==> config.mk <==
export PLATFORM = sky130hd
export DESIGN_NAME = hsx_to_rgb_converter_core
export DESIGN_NICKNAME = d
export VERILOG_FILES = /design/src/hw/rtl/hsx_pkg.sv /design/src/hw/rtl/hsx_div.sv /design/src/hw/rtl/hsx_to_rgb_converter_core.sv
export SDC_FILE = /design/constraint.sdc
export NUM_CORES = 2
export LEC_CHECK = 0
export BUFFER_PORTS_ARGS = -buffer_cell sky130_fd_sc_hd__buf_2
export CORE_UTILIZATION = 38
export CTS_BUF_LIST = sky130_fd_sc_hd__clkbuf_2
export DETAILED_ROUTE_END_ITERATION = 16
export PLACE_DENSITY = 0.55
export SLEW_MARGIN = 30
export SYNTH_ARGS = -nofsm -noshare
export SYNTH_HDL_FRONTEND = slang
export SYNTH_HIERARCHICAL = 1
export SYNTH_SLANG_ARGS = --single-unit
==> constraint.sdc <==
create_clock -name i_clk -period 6.82 [get_ports i_clk]
set_input_delay 0 -clock i_clk [delete_from_list [all_inputs] [get_ports i_clk]]
set_output_delay 0 -clock i_clk [all_outputs]
set_load 0.01 [all_outputs]
==> src/hw/rtl/hsx_pkg.sv <==
// ============================================================================
// hsx_pkg
// Shared types and codes for the HSL/HSV/HSI to RGB converter.
// ============================================================================
`timescale 1ns / 1ps
`default_nettype none

package hsx_pkg;

    // field widths fixed by the pixel format, and the APB bus widths
    localparam int CH_W   = 13;
    localparam int HUE_W  = 16;
    localparam int APB_AW = 3;
    localparam int APB_DW = 32;

    // colour model codes; the unused code behaves as HSV
    localparam logic [1:0] MODEL_HSL = 2'd0;
    localparam logic [1:0] MODEL_HSV = 2'd1;
    localparam logic [1:0] MODEL_HSI = 2'd2;

    typedef struct packed {
        logic [HUE_W-1:0] hue;
        logic             hue_undefined;
        logic [CH_W-1:0]  saturation;
        logic [CH_W-1:0]  level;
        logic [CH_W-1:0]  alpha_in;
    } t_hsx_in;

    typedef struct packed {
        logic [CH_W-1:0] red;
        logic [CH_W-1:0] green;
        logic [CH_W-1:0] blue;
        logic [CH_W-1:0] alpha_out;
    } t_rgb_out;

endpackage

`default_nettype wire

==> src/hw/rtl/hsx_div.sv <==
// ============================================================================
// hsx_div
// Pipelined restoring divider: one quotient bit per stage, with a side
// payload that travels alongside each transaction.
// ============================================================================
`timescale 1ns / 1ps
`default_nettype none

module hsx_div #(
    parameter int NUM_W  = 48,
    parameter int DEN_W  = 30,
    parameter int Q_W    = 14,
    parameter int SIDE_W = 8
) (
    input  wire logic              i_clk,
    input  wire logic              i_rst_n,
    input  wire logic              i_valid,
    input  wire logic [NUM_W-1:0]  i_num,
    input  wire logic [DEN_W-1:0]  i_den,
    input  wire logic [SIDE_W-1:0] i_side,
    output logic                   o_valid,
    output logic [Q_W-1:0]         o_quot,
    output logic [SIDE_W-1:0]      o_side
);

    localparam int CW = (NUM_W > DEN_W + Q_W) ? NUM_W : DEN_W + Q_W;

    logic [CW-1:0]     r_rem  [Q_W];
    logic [DEN_W-1:0]  r_den  [Q_W];
    logic [Q_W-1:0]    r_quot [Q_W];
    logic [SIDE_W-1:0] r_side [Q_W];
    logic [Q_W-1:0]    r_vld;

    for (genvar k = 0; k < Q_W; k++) begin : g_stage
        localparam int B = Q_W - 1 - k;
        logic [CW-1:0]     rem_in;
        logic [DEN_W-1:0]  den_in;
        logic [Q_W-1:0]    quot_in;
        logic [SIDE_W-1:0] side_in;
        logic              vld_in;
        logic [CW-1:0]     den_sh;
        logic [CW-1:0]     n_rem;
        logic [Q_W-1:0]    n_quot;

        // take the previous stage, or the ports for the first one
        if (k == 0) begin : g_first
            assign rem_in  = CW'(i_num);
            assign den_in  = i_den;
            assign quot_in = '0;
            assign side_in = i_side;
            assign vld_in  = i_valid;
        end else begin : g_next
            assign rem_in  = r_rem[k-1];
            assign den_in  = r_den[k-1];
            assign quot_in = r_quot[k-1];
            assign side_in = r_side[k-1];
            assign vld_in  = r_vld[k-1];
        end

        // trial subtract of the shifted divisor
        always_comb begin
            den_sh = CW'(den_in) << B;
            n_rem  = rem_in;
            n_quot = quot_in;
            if (rem_in >= den_sh) begin
                n_rem     = rem_in - den_sh;
                n_quot[B] = 1'b1;
            end
        end

        always_ff @(posedge i_clk) begin
            if (!i_rst_n) begin
                r_vld[k] <= 1'b0;
            end else begin
                r_vld[k] <= vld_in;
            end
        end

        always_ff @(posedge i_clk) begin
            r_rem[k]  <= n_rem;
            r_den[k]  <= den_in;
            r_quot[k] <= n_quot;
            r_side[k] <= side_in;
        end
    end

    assign o_valid = r_vld[Q_W-1];
    assign o_quot  = r_quot[Q_W-1];
    assign o_side  = r_side[Q_W-1];

endmodule

`default_nettype wire

==> src/hw/rtl/hsx_to_rgb_converter_core.sv <==
// ============================================================================
// hsx_to_rgb_converter_core
// Converts hue, saturation and level to RGB for the HSL, HSV or HSI model.
// ============================================================================
// From start to o_done: stages 1 to 3, the HSI chroma divider (one stage
//   per quotient bit, FRAC_BITS + 2 bits), stage X and the final stage.
// Throughput: one transaction per cycle; busy is never raised.
// Results are strobed for one cycle on o_done; the receiver cannot stall.
// Reset (synchronous, active low) clears all valid bits and sets the model
//   register to HSV.
`timescale 1ns / 1ps
`default_nettype none

module hsx_to_rgb_converter_core #(
    parameter int FRAC_BITS = 12,
    parameter int HUE_BITS  = 16
) (
    input  wire logic                         i_clk,
    input  wire logic                         i_rst_n,
    input  wire logic                         start,
    output logic                              busy,
    input  wire hsx_pkg::t_hsx_in             i_pixel,
    output logic                              o_done,
    output hsx_pkg::t_rgb_out                 o_pixel,
    input  wire logic                         psel,
    input  wire logic                         penable,
    input  wire logic                         pwrite,
    input  wire logic [hsx_pkg::APB_AW-1:0]   paddr,
    input  wire logic [hsx_pkg::APB_DW-1:0]   pwdata,
    output logic [hsx_pkg::APB_DW-1:0]        prdata,
    output logic                              pready
);

    localparam int F       = FRAC_BITS;
    localparam int H       = HUE_BITS;
    localparam int ONE     = 1 << F;
    localparam int HUE_ONE = 1 << H;
    localparam int V_W     = F + 1;
    localparam int Q_W     = F + 2;
    localparam int PC_W    = 2 * F + 4;
    localparam int PM_W    = 2 * F + 2;
    localparam int D_W     = H + 2;
    localparam int DEN_W   = D_W + F;
    localparam int NUM_W   = PC_W + H + 1;
    localparam int CW_W    = Q_W + H + 1;
    localparam int SIDE_W  = 3 * V_W + 2 + 3 + (H + 1) + 1;
    localparam int LATENCY = F + 7;

    // ------------------------------------------------------------------
    // configuration register
    // ------------------------------------------------------------------
    logic [1:0] r_model;

    always_ff @(posedge i_clk) begin
        if (!i_rst_n) begin
            r_model <= hsx_pkg::MODEL_HSV;
        end else if (psel && penable && pwrite && !paddr[2]) begin
            r_model <= pwdata[1:0];
        end
    end

    assign pready = 1'b1;
    assign prdata = paddr[2] ? '0 : hsx_pkg::APB_DW'(r_model);
    assign busy   = 1'b0;

    // ------------------------------------------------------------------
    // stage 1: clamp inputs, split hue into sector and weight
    // ------------------------------------------------------------------
    logic [H-1:0]   hue_m;
    logic [H+2:0]   h6;
    logic [2:0]     n_sec;
    logic [H:0]     n_w;
    logic [V_W-1:0] n_s, n_l, n_a;

    always_comb begin
        hue_m = H'(i_pixel.hue);
        h6    = ((H + 3)'(hue_m) << 2) + ((H + 3)'(hue_m) << 1);
        n_sec = h6[H+2:H];
        n_w   = n_sec[0] ? ((H + 1)'(HUE_ONE) - (H + 1)'(h6[H-1:0]))
                         : (H + 1)'(h6[H-1:0]);
        n_s   = (32'(i_pixel.saturation) > ONE) ? V_W'(ONE) : V_W'(i_pixel.saturation);
        n_l   = (32'(i_pixel.level) > ONE)      ? V_W'(ONE) : V_W'(i_pixel.level);
        n_a   = (32'(i_pixel.alpha_in) > ONE)   ? V_W'(ONE) : V_W'(i_pixel.alpha_in);
    end

    logic           r1_vld;
    logic [2:0]     r1_sec;
    logic [H:0]     r1_w;
    logic [V_W-1:0] r1_s, r1_l, r1_a;
    logic           r1_und;
    logic [1:0]     r1_model;

    always_ff @(posedge i_clk) begin
        if (!i_rst_n) begin
            r1_vld <= 1'b0;
        end else begin
            r1_vld <= start;
        end
    end

    always_ff @(posedge i_clk) begin
        r1_sec   <= n_sec;
        r1_w     <= n_w;
        r1_s     <= n_s;
        r1_l     <= n_l;
        r1_a     <= n_a;
        r1_und   <= i_pixel.hue_undefined;
        r1_model <= r_model;
    end

    // ------------------------------------------------------------------
    // stage 2: chroma and HSI offset products
    // ------------------------------------------------------------------
    logic [F+1:0]   two_l, l_dev;
    logic [F+2:0]   opa;
    logic [PC_W-1:0] n_pc;
    logic [PM_W-1:0] n_pm;
    logic [D_W-1:0]  n_d;

    always_comb begin
        two_l = (F + 2)'(r1_l) << 1;
        l_dev = (two_l >= (F + 2)'(ONE)) ? two_l - (F + 2)'(ONE)
                                         : (F + 2)'(ONE) - two_l;
        if (r1_model == hsx_pkg::MODEL_HSL) begin
            opa = (F + 3)'(ONE) - (F + 3)'(l_dev);
        end else if (r1_model == hsx_pkg::MODEL_HSI) begin
            opa = ((F + 3)'(r1_l) << 1) + (F + 3)'(r1_l);
        end else begin
            opa = (F + 3)'(r1_l);
        end
        n_pc = PC_W'(opa) * PC_W'(r1_s);
        n_pm = PM_W'(r1_l) * PM_W'(V_W'(ONE) - r1_s);
        n_d  = D_W'(HUE_ONE) + D_W'(r1_w);
    end

    logic            r2_vld;
    logic [PC_W-1:0] r2_pc;
    logic [PM_W-1:0] r2_pm;
    logic [D_W-1:0]  r2_d;
    logic [2:0]      r2_sec;
    logic [H:0]      r2_w;
    logic [V_W-1:0]  r2_l, r2_a;
    logic            r2_und;
    logic [1:0]      r2_model;

    always_ff @(posedge i_clk) begin
        if (!i_rst_n) begin
            r2_vld <= 1'b0;
        end else begin
            r2_vld <= r1_vld;
        end
    end

    always_ff @(posedge i_clk) begin
        r2_pc    <= n_pc;
        r2_pm    <= n_pm;
        r2_d     <= n_d;
        r2_sec   <= r1_sec;
        r2_w     <= r1_w;
        r2_l     <= r1_l;
        r2_a     <= r1_a;
        r2_und   <= r1_und;
        r2_model <= r1_model;
    end

    // ------------------------------------------------------------------
    // stage 3: round chroma, offset m, divider operands
    // ------------------------------------------------------------------
    logic [PC_W-1:0]  pc_rnd;
    logic [PM_W-1:0]  pm_rnd;
    logic [V_W-1:0]   n_cs, n_m, cs_half;
    logic [DEN_W-1:0] n_den;
    logic [NUM_W-1:0] n_num;

    always_comb begin
        pc_rnd  = r2_pc + PC_W'(ONE / 2);
        n_cs    = V_W'(pc_rnd >> F);
        pm_rnd  = r2_pm + PM_W'(ONE / 2);
        cs_half = n_cs >> 1;
        if (r2_model == hsx_pkg::MODEL_HSL) begin
            n_m = (r2_l >= cs_half) ? r2_l - cs_half : '0;
        end else if (r2_model == hsx_pkg::MODEL_HSI) begin
            n_m = V_W'(pm_rnd >> F);
        end else begin
            n_m = (r2_l >= n_cs) ? r2_l - n_cs : '0;
        end
        n_den = DEN_W'(r2_d) << F;
        n_num = (NUM_W'(r2_pc) << H) + NUM_W'(n_den >> 1);
    end

    logic              r3_vld;
    logic [NUM_W-1:0]  r3_num;
    logic [DEN_W-1:0]  r3_den;
    logic [SIDE_W-1:0] r3_side;

    always_ff @(posedge i_clk) begin
        if (!i_rst_n) begin
            r3_vld <= 1'b0;
        end else begin
            r3_vld <= r2_vld;
        end
    end

    always_ff @(posedge i_clk) begin
        r3_num  <= n_num;
        r3_den  <= n_den;
        r3_side <= {n_cs, n_m, r2_a, r2_model, r2_sec, r2_w, r2_und};
    end

    // ------------------------------------------------------------------
    // HSI chroma divider; other models ride through alongside
    // ------------------------------------------------------------------
    logic              dv_vld;
    logic [Q_W-1:0]    dv_q;
    logic [SIDE_W-1:0] dv_side;

    hsx_div #(
        .NUM_W  (NUM_W),
        .DEN_W  (DEN_W),
        .Q_W    (Q_W),
        .SIDE_W (SIDE_W)
    ) u_div (
        .i_clk   (i_clk),
        .i_rst_n (i_rst_n),
        .i_valid (r3_vld),
        .i_num   (r3_num),
        .i_den   (r3_den),
        .i_side  (r3_side),
        .o_valid (dv_vld),
        .o_quot  (dv_q),
        .o_side  (dv_side)
    );

    logic [V_W-1:0] d_cs, d_m, d_a;
    logic [1:0]     d_model;
    logic [2:0]     d_sec;
    logic [H:0]     d_w;
    logic           d_und;

    assign {d_cs, d_m, d_a, d_model, d_sec, d_w, d_und} = dv_side;

    // ------------------------------------------------------------------
    // stage X: select chroma, product for the secondary component
    // ------------------------------------------------------------------
    logic [Q_W-1:0]  n_c;
    logic [CW_W-1:0] n_cw;

    always_comb begin
        n_c  = (d_model == hsx_pkg::MODEL_HSI) ? dv_q : Q_W'(d_cs);
        n_cw = CW_W'(n_c) * CW_W'(d_w);
    end

    logic            rx_vld;
    logic [Q_W-1:0]  rx_c;
    logic [CW_W-1:0] rx_cw;
    logic [V_W-1:0]  rx_m, rx_a;
    logic [2:0]      rx_sec;
    logic            rx_und;

    always_ff @(posedge i_clk) begin
        if (!i_rst_n) begin
            rx_vld <= 1'b0;
        end else begin
            rx_vld <= dv_vld;
        end
    end

    always_ff @(posedge i_clk) begin
        rx_c   <= n_c;
        rx_cw  <= n_cw;
        rx_m   <= d_m;
        rx_a   <= d_a;
        rx_sec <= d_sec;
        rx_und <= d_und;
    end

    // ------------------------------------------------------------------
    // final stage: place C and X by sector, add offset, saturate
    // ------------------------------------------------------------------
    logic [CW_W-1:0] cw_rnd;
    logic [Q_W-1:0]  x, cr, cg, cb;
    logic [Q_W:0]    sr, sg, sb;
    hsx_pkg::t_rgb_out n_pix;

    always_comb begin
        cw_rnd = rx_cw + CW_W'(HUE_ONE / 2);
        x      = Q_W'(cw_rnd >> H);
        cr     = '0;
        cg     = '0;
        cb     = '0;
        if (!rx_und) begin
            case (rx_sec)
                3'd0: begin cr = rx_c; cg = x;    end
                3'd1: begin cr = x;    cg = rx_c; end
                3'd2: begin cg = rx_c; cb = x;    end
                3'd3: begin cg = x;    cb = rx_c; end
                3'd4: begin cr = x;    cb = rx_c; end
                default: begin cr = rx_c; cb = x; end
            endcase
        end
        sr = (Q_W + 1)'(cr) + (Q_W + 1)'(rx_m);
        sg = (Q_W + 1)'(cg) + (Q_W + 1)'(rx_m);
        sb = (Q_W + 1)'(cb) + (Q_W + 1)'(rx_m);
        n_pix.red       = (sr > (Q_W + 1)'(ONE)) ? hsx_pkg::CH_W'(ONE)
                                                 : hsx_pkg::CH_W'(sr);
        n_pix.green     = (sg > (Q_W + 1)'(ONE)) ? hsx_pkg::CH_W'(ONE)
                                                 : hsx_pkg::CH_W'(sg);
        n_pix.blue      = (sb > (Q_W + 1)'(ONE)) ? hsx_pkg::CH_W'(ONE)
                                                 : hsx_pkg::CH_W'(sb);
        n_pix.alpha_out = hsx_pkg::CH_W'(rx_a);
    end

    logic              r_done;
    hsx_pkg::t_rgb_out r_pix;

    always_ff @(posedge i_clk) begin
        if (!i_rst_n) begin
            r_done <= 1'b0;
        end else begin
            r_done <= rx_vld;
        end
    end

    always_ff @(posedge i_clk) begin
        r_pix <= n_pix;
    end

    assign o_done  = r_done;
    assign o_pixel = r_pix;

endmodule

`default_nettype wire

==> impl_results.md <==
- Syn_area_per_cell: 9.88 um^2
- Worst-path fanout max: 6
- Hold WC Path Type: flip-flop to flip-flop
- Hold EP: u_div/r_den[0][164]$_DFF_P_
- Cell mode on critical path: fa_1
- Seq cells post-synth: 2323
- Worst Skew: 0.253 ns
- Sequential share of the synthesized area: 44.4%
- R2r endpoint: r2_pc[22]$_DFF_P_
- Cts bufs inserted: 583
- CP max stage delay: approximately 0.52 ns
- GRT overflow: 0
- Critical path depth in cells: 32
- Clock sinks: between 2000 and 2500
- Fmax: approximately 0.14 GHz
- Reg2reg setup slack: -0.37 ns
- Worst slew margin: between 20% and 30%
- Die area: 278000 um^2
- Worst-case hold slack: 0.194 ns
- Avg WL per Cell: 18.1 um
- Detailed Routing Iterations Pass 1: 6
- Bufs and invs on worst path: 9
- Routed wire length: 284000 um
- DRC viols: 0
- Leading area contributor after synthesis: dfxtp_1
- Vias in the first global route: 79500
- Hold path start: u_div/r_den[0][134]$_DFF_P_
- CP max stage cell: fa_1
- R2r startpoint: r1_l[2]$_SDFF_PN0_
- Antenna viol nets, final: 0
- Post-synth top flop: dfxtp_1
- Die height: approximately 530 um
- Placed cell count: 14300
- Largest net degree at the start of global routing: 66
- Arrival time at the worst endpoint: 8.88 ns
- Final period util: 105%
- Share of cells above drive strength 1: ~14%
- Clock buffer depth: 4
- Worst-Margin Slew: 1.13 ns
- Final worst setup slack: -0.367 ns
- Final setup violation count: 11
- Synth cell types: 117
- Reg2Reg Depth: 32
- Ys Warns: 6
- CTS tree: done
- Num ports: 184
- Antenna violations before repair: 23
- Netlist Area Pre-Place: 105000 um^2
- Global-route wire length before repair: 439000 um
- Starting Density: between 30% and 40%
- FILL cells: between 20000 and 30000
- Dpl hpwl: 220000 um
- Failing checks: setup timing
- Routability Congestion: 0.937
- Root Buffer Master: clkbuf_2
- Final number of max-transition violations: 0
- Async set or reset register ratio after synthesis: 0%
- Hold path cells: 0
- GRT Total Usage: between 20% and 30%
- Vias: 76600
- Final min period: 7.19 ns
- Worst path top cell family by delay: adder cells
- Die width: ~530 um
- Startpoint type of the worst setup path: flip-flop
- Synth top area share: 44.4%
- Gate Count Post-Synth: between 10000 and 15000
- Core Region: 274000 um^2
- Status: finished, violations left
- Port-buffer cells: 119
- Max-Cap Viols: 0
- CP Data Required Time: roughly 8.5 ns
- Via/cell ratio: 4.87
- Worst-path clk slew: 0.11 ns
- Worst skew pair latency: 1.97 ns
- Crit Path Category: flip-flop to flip-flop
- Nets: 13000
- Area Overhead vs Synth: 15.3%
- Place WS: -0.670 ns
- RSZ-0062 raised after global routing: yes
- Top cells by area, synth: dfxtp_1 (44%), ha_1 (9.5%), fa_1 (9.0%)
- First DRT Iteration DRCs: 3826
- Fin cells: 15700
- Final hold viol count: 0
- Crit path capture type: flip-flop
- Row Count: 192
- H-tree depth: 6
- Post-synth EDFFs: 0
## synthesized netlist by cell type, drive strengths merged (16+ instances only)
cell type	instances
nand2	892
a211oi	56
nand3b	17
a21boi	22
nand2b	70
inv	1122
o21bai	56
mux2	64
nor3	129
o21ai	470
nand4	129
and3	66
a21o	244
or3	58
or2	31
nor4b	16
nor2	612
xnor2	391
fa	468
nand4b	20
o31a	24
a21oi	689
dfxtp	2323
nor4	76
o21a	85
a22oi	36
and4	17
clkbuf	216
o211ai	41
and2	274
xor2	259
a31oi	63
buf	134
nor2b	144
mux2i	26
or4	21
a2111oi	16
nand3	159
o31ai	43
ha	792
## worst register-to-register path, delay by kind of cell, from the launching register on
kind / cells / cell delay [ns]
xor gates and xnor gates: 1 / 0.13
DFF: 1 / 0.38
buffers and inverters: 9 / 0.93
adders and majority gates: 7 / 3.15
AOI/OAI and AO/OA: 11 / 2.05
and+or+nand+nor: 4 / 0.44
## how the worst max path moves through the flow
stage	from	to	slack (ns)
floorplan	r1_l[0]$_SDFF_PN0_	r2_pc[27]$_DFF_P_	0.002
global placement	r1_l[1]$_SDFF_PN0_	r2_pc[27]$_DFF_P_	-0.64
detailed placement	r1_l[1]$_SDFF_PN0_	r2_pc[27]$_DFF_P_	-0.67
CTS	r1_l[1]$_SDFF_PN0_	r2_pc[26]$_DFF_P_	-0.40
global route	r1_l[1]$_SDFF_PN0_	r2_pc[22]$_DFF_P_	-0.64
finish	r1_l[2]$_SDFF_PN0_	r2_pc[22]$_DFF_P_	-0.37
## metrics by stage
step,util (%),TNS [ns],cell area [um^2]
6_report,44.1,-2.31,121000
5_1_grt,44.0,-5.47,121000
4_1_cts,43.7,-2.23,120000
3_5_place_dp,40.5,-5.50,111000
3_3_place_gp,40.5,-4.45,111000
2_1_floorplan,-,0,105000
## routing by layer
layer  share of wire, %  up-vias  track usage, %
met5             0.0046        -               0
met4                5.1        2            11.1
met3                4.2      661            3.28
met2                 50     1868            36.1
met1                 40    36200            22.5
li1                   -    37800               -
## final cells by class
class | instances | area (um^2) | area share, %
Tap cell | 3589 | 4490 | 3.72
Multi-Input combinational cell | 6874 | 53800 | 44.6
Timing Repair Buffer | 725 | 6090 | 5.05
Clock buffer | 801 | 4010 | 3.32
Antenna cell | 71 | 178 | 0.147
Clock inverter | 213 | 1320 | 1.09
Inverter | 1124 | 4230 | 3.51
Sequential cell | 2323 | 46500 | 38.6
## cell families after synthesis
logic type | Yosys count | share of synthesized area [%]
flip-flops | 2323 | 44.4
adder cells (fa/ha/maj) | 1260 | 18.4
AND/OR/NAND/NOR | 2770 | 13.0
XOR/XNOR | 650 | 5.45
multiplexers | 90 | 0.984
other | 2 | 0.00717
buffers and inverters | 1474 | 5.56
AO/OA/AOI/OAI | 2021 | 12.2
## state kept, by name, indices dropped and copies added, names as in the netlist, 28 cells and up
register / count
r3_num: 29
u_div/r_quot: 105
u_div/r_den: 390
u_div/r_side: 868
r3_side: 46
o_pixel: 52
u_div/r_rem: 585
r2_pc: 28
## cells in the final DEF (no fill, tap or decap), drive strengths merged, types with 58 or more instances in the layout
cell type	synthesis	final
clkbuf	216	801
or3	58	58
nor2	612	612
a31oi	63	63
conb	2	83
nand3	159	159
fa	468	468
and2	274	274
o21a	85	85
ha	792	792
clkinv	2	172
nor2b	144	144
buf	134	458
nor4	76	76
o21ai	470	470
inv	1122	1150
a21o	244	244
nand4	129	129
dfxtp	2323	2323
diode	0	71
nand2	892	892
xor2	259	259
nand2b	70	70
xnor2	391	391
mux2	64	64
and3	66	66
a21oi	689	689
nor3	129	129
dlygate4sd3	0	267
## what timing repair did
item	4_1_cts	5_1_grt
hold endpoints to repair	80	1
endpoints found under the setup margin	16	25
resized for setup	101	143
cloned	0	0
hold buffers	267	1
pin swaps	103	112
buffers inserted	40	21
Power is not shown: default switching activity piles up to over one toggle a cycle in this logic, so the estimate is an artifact.
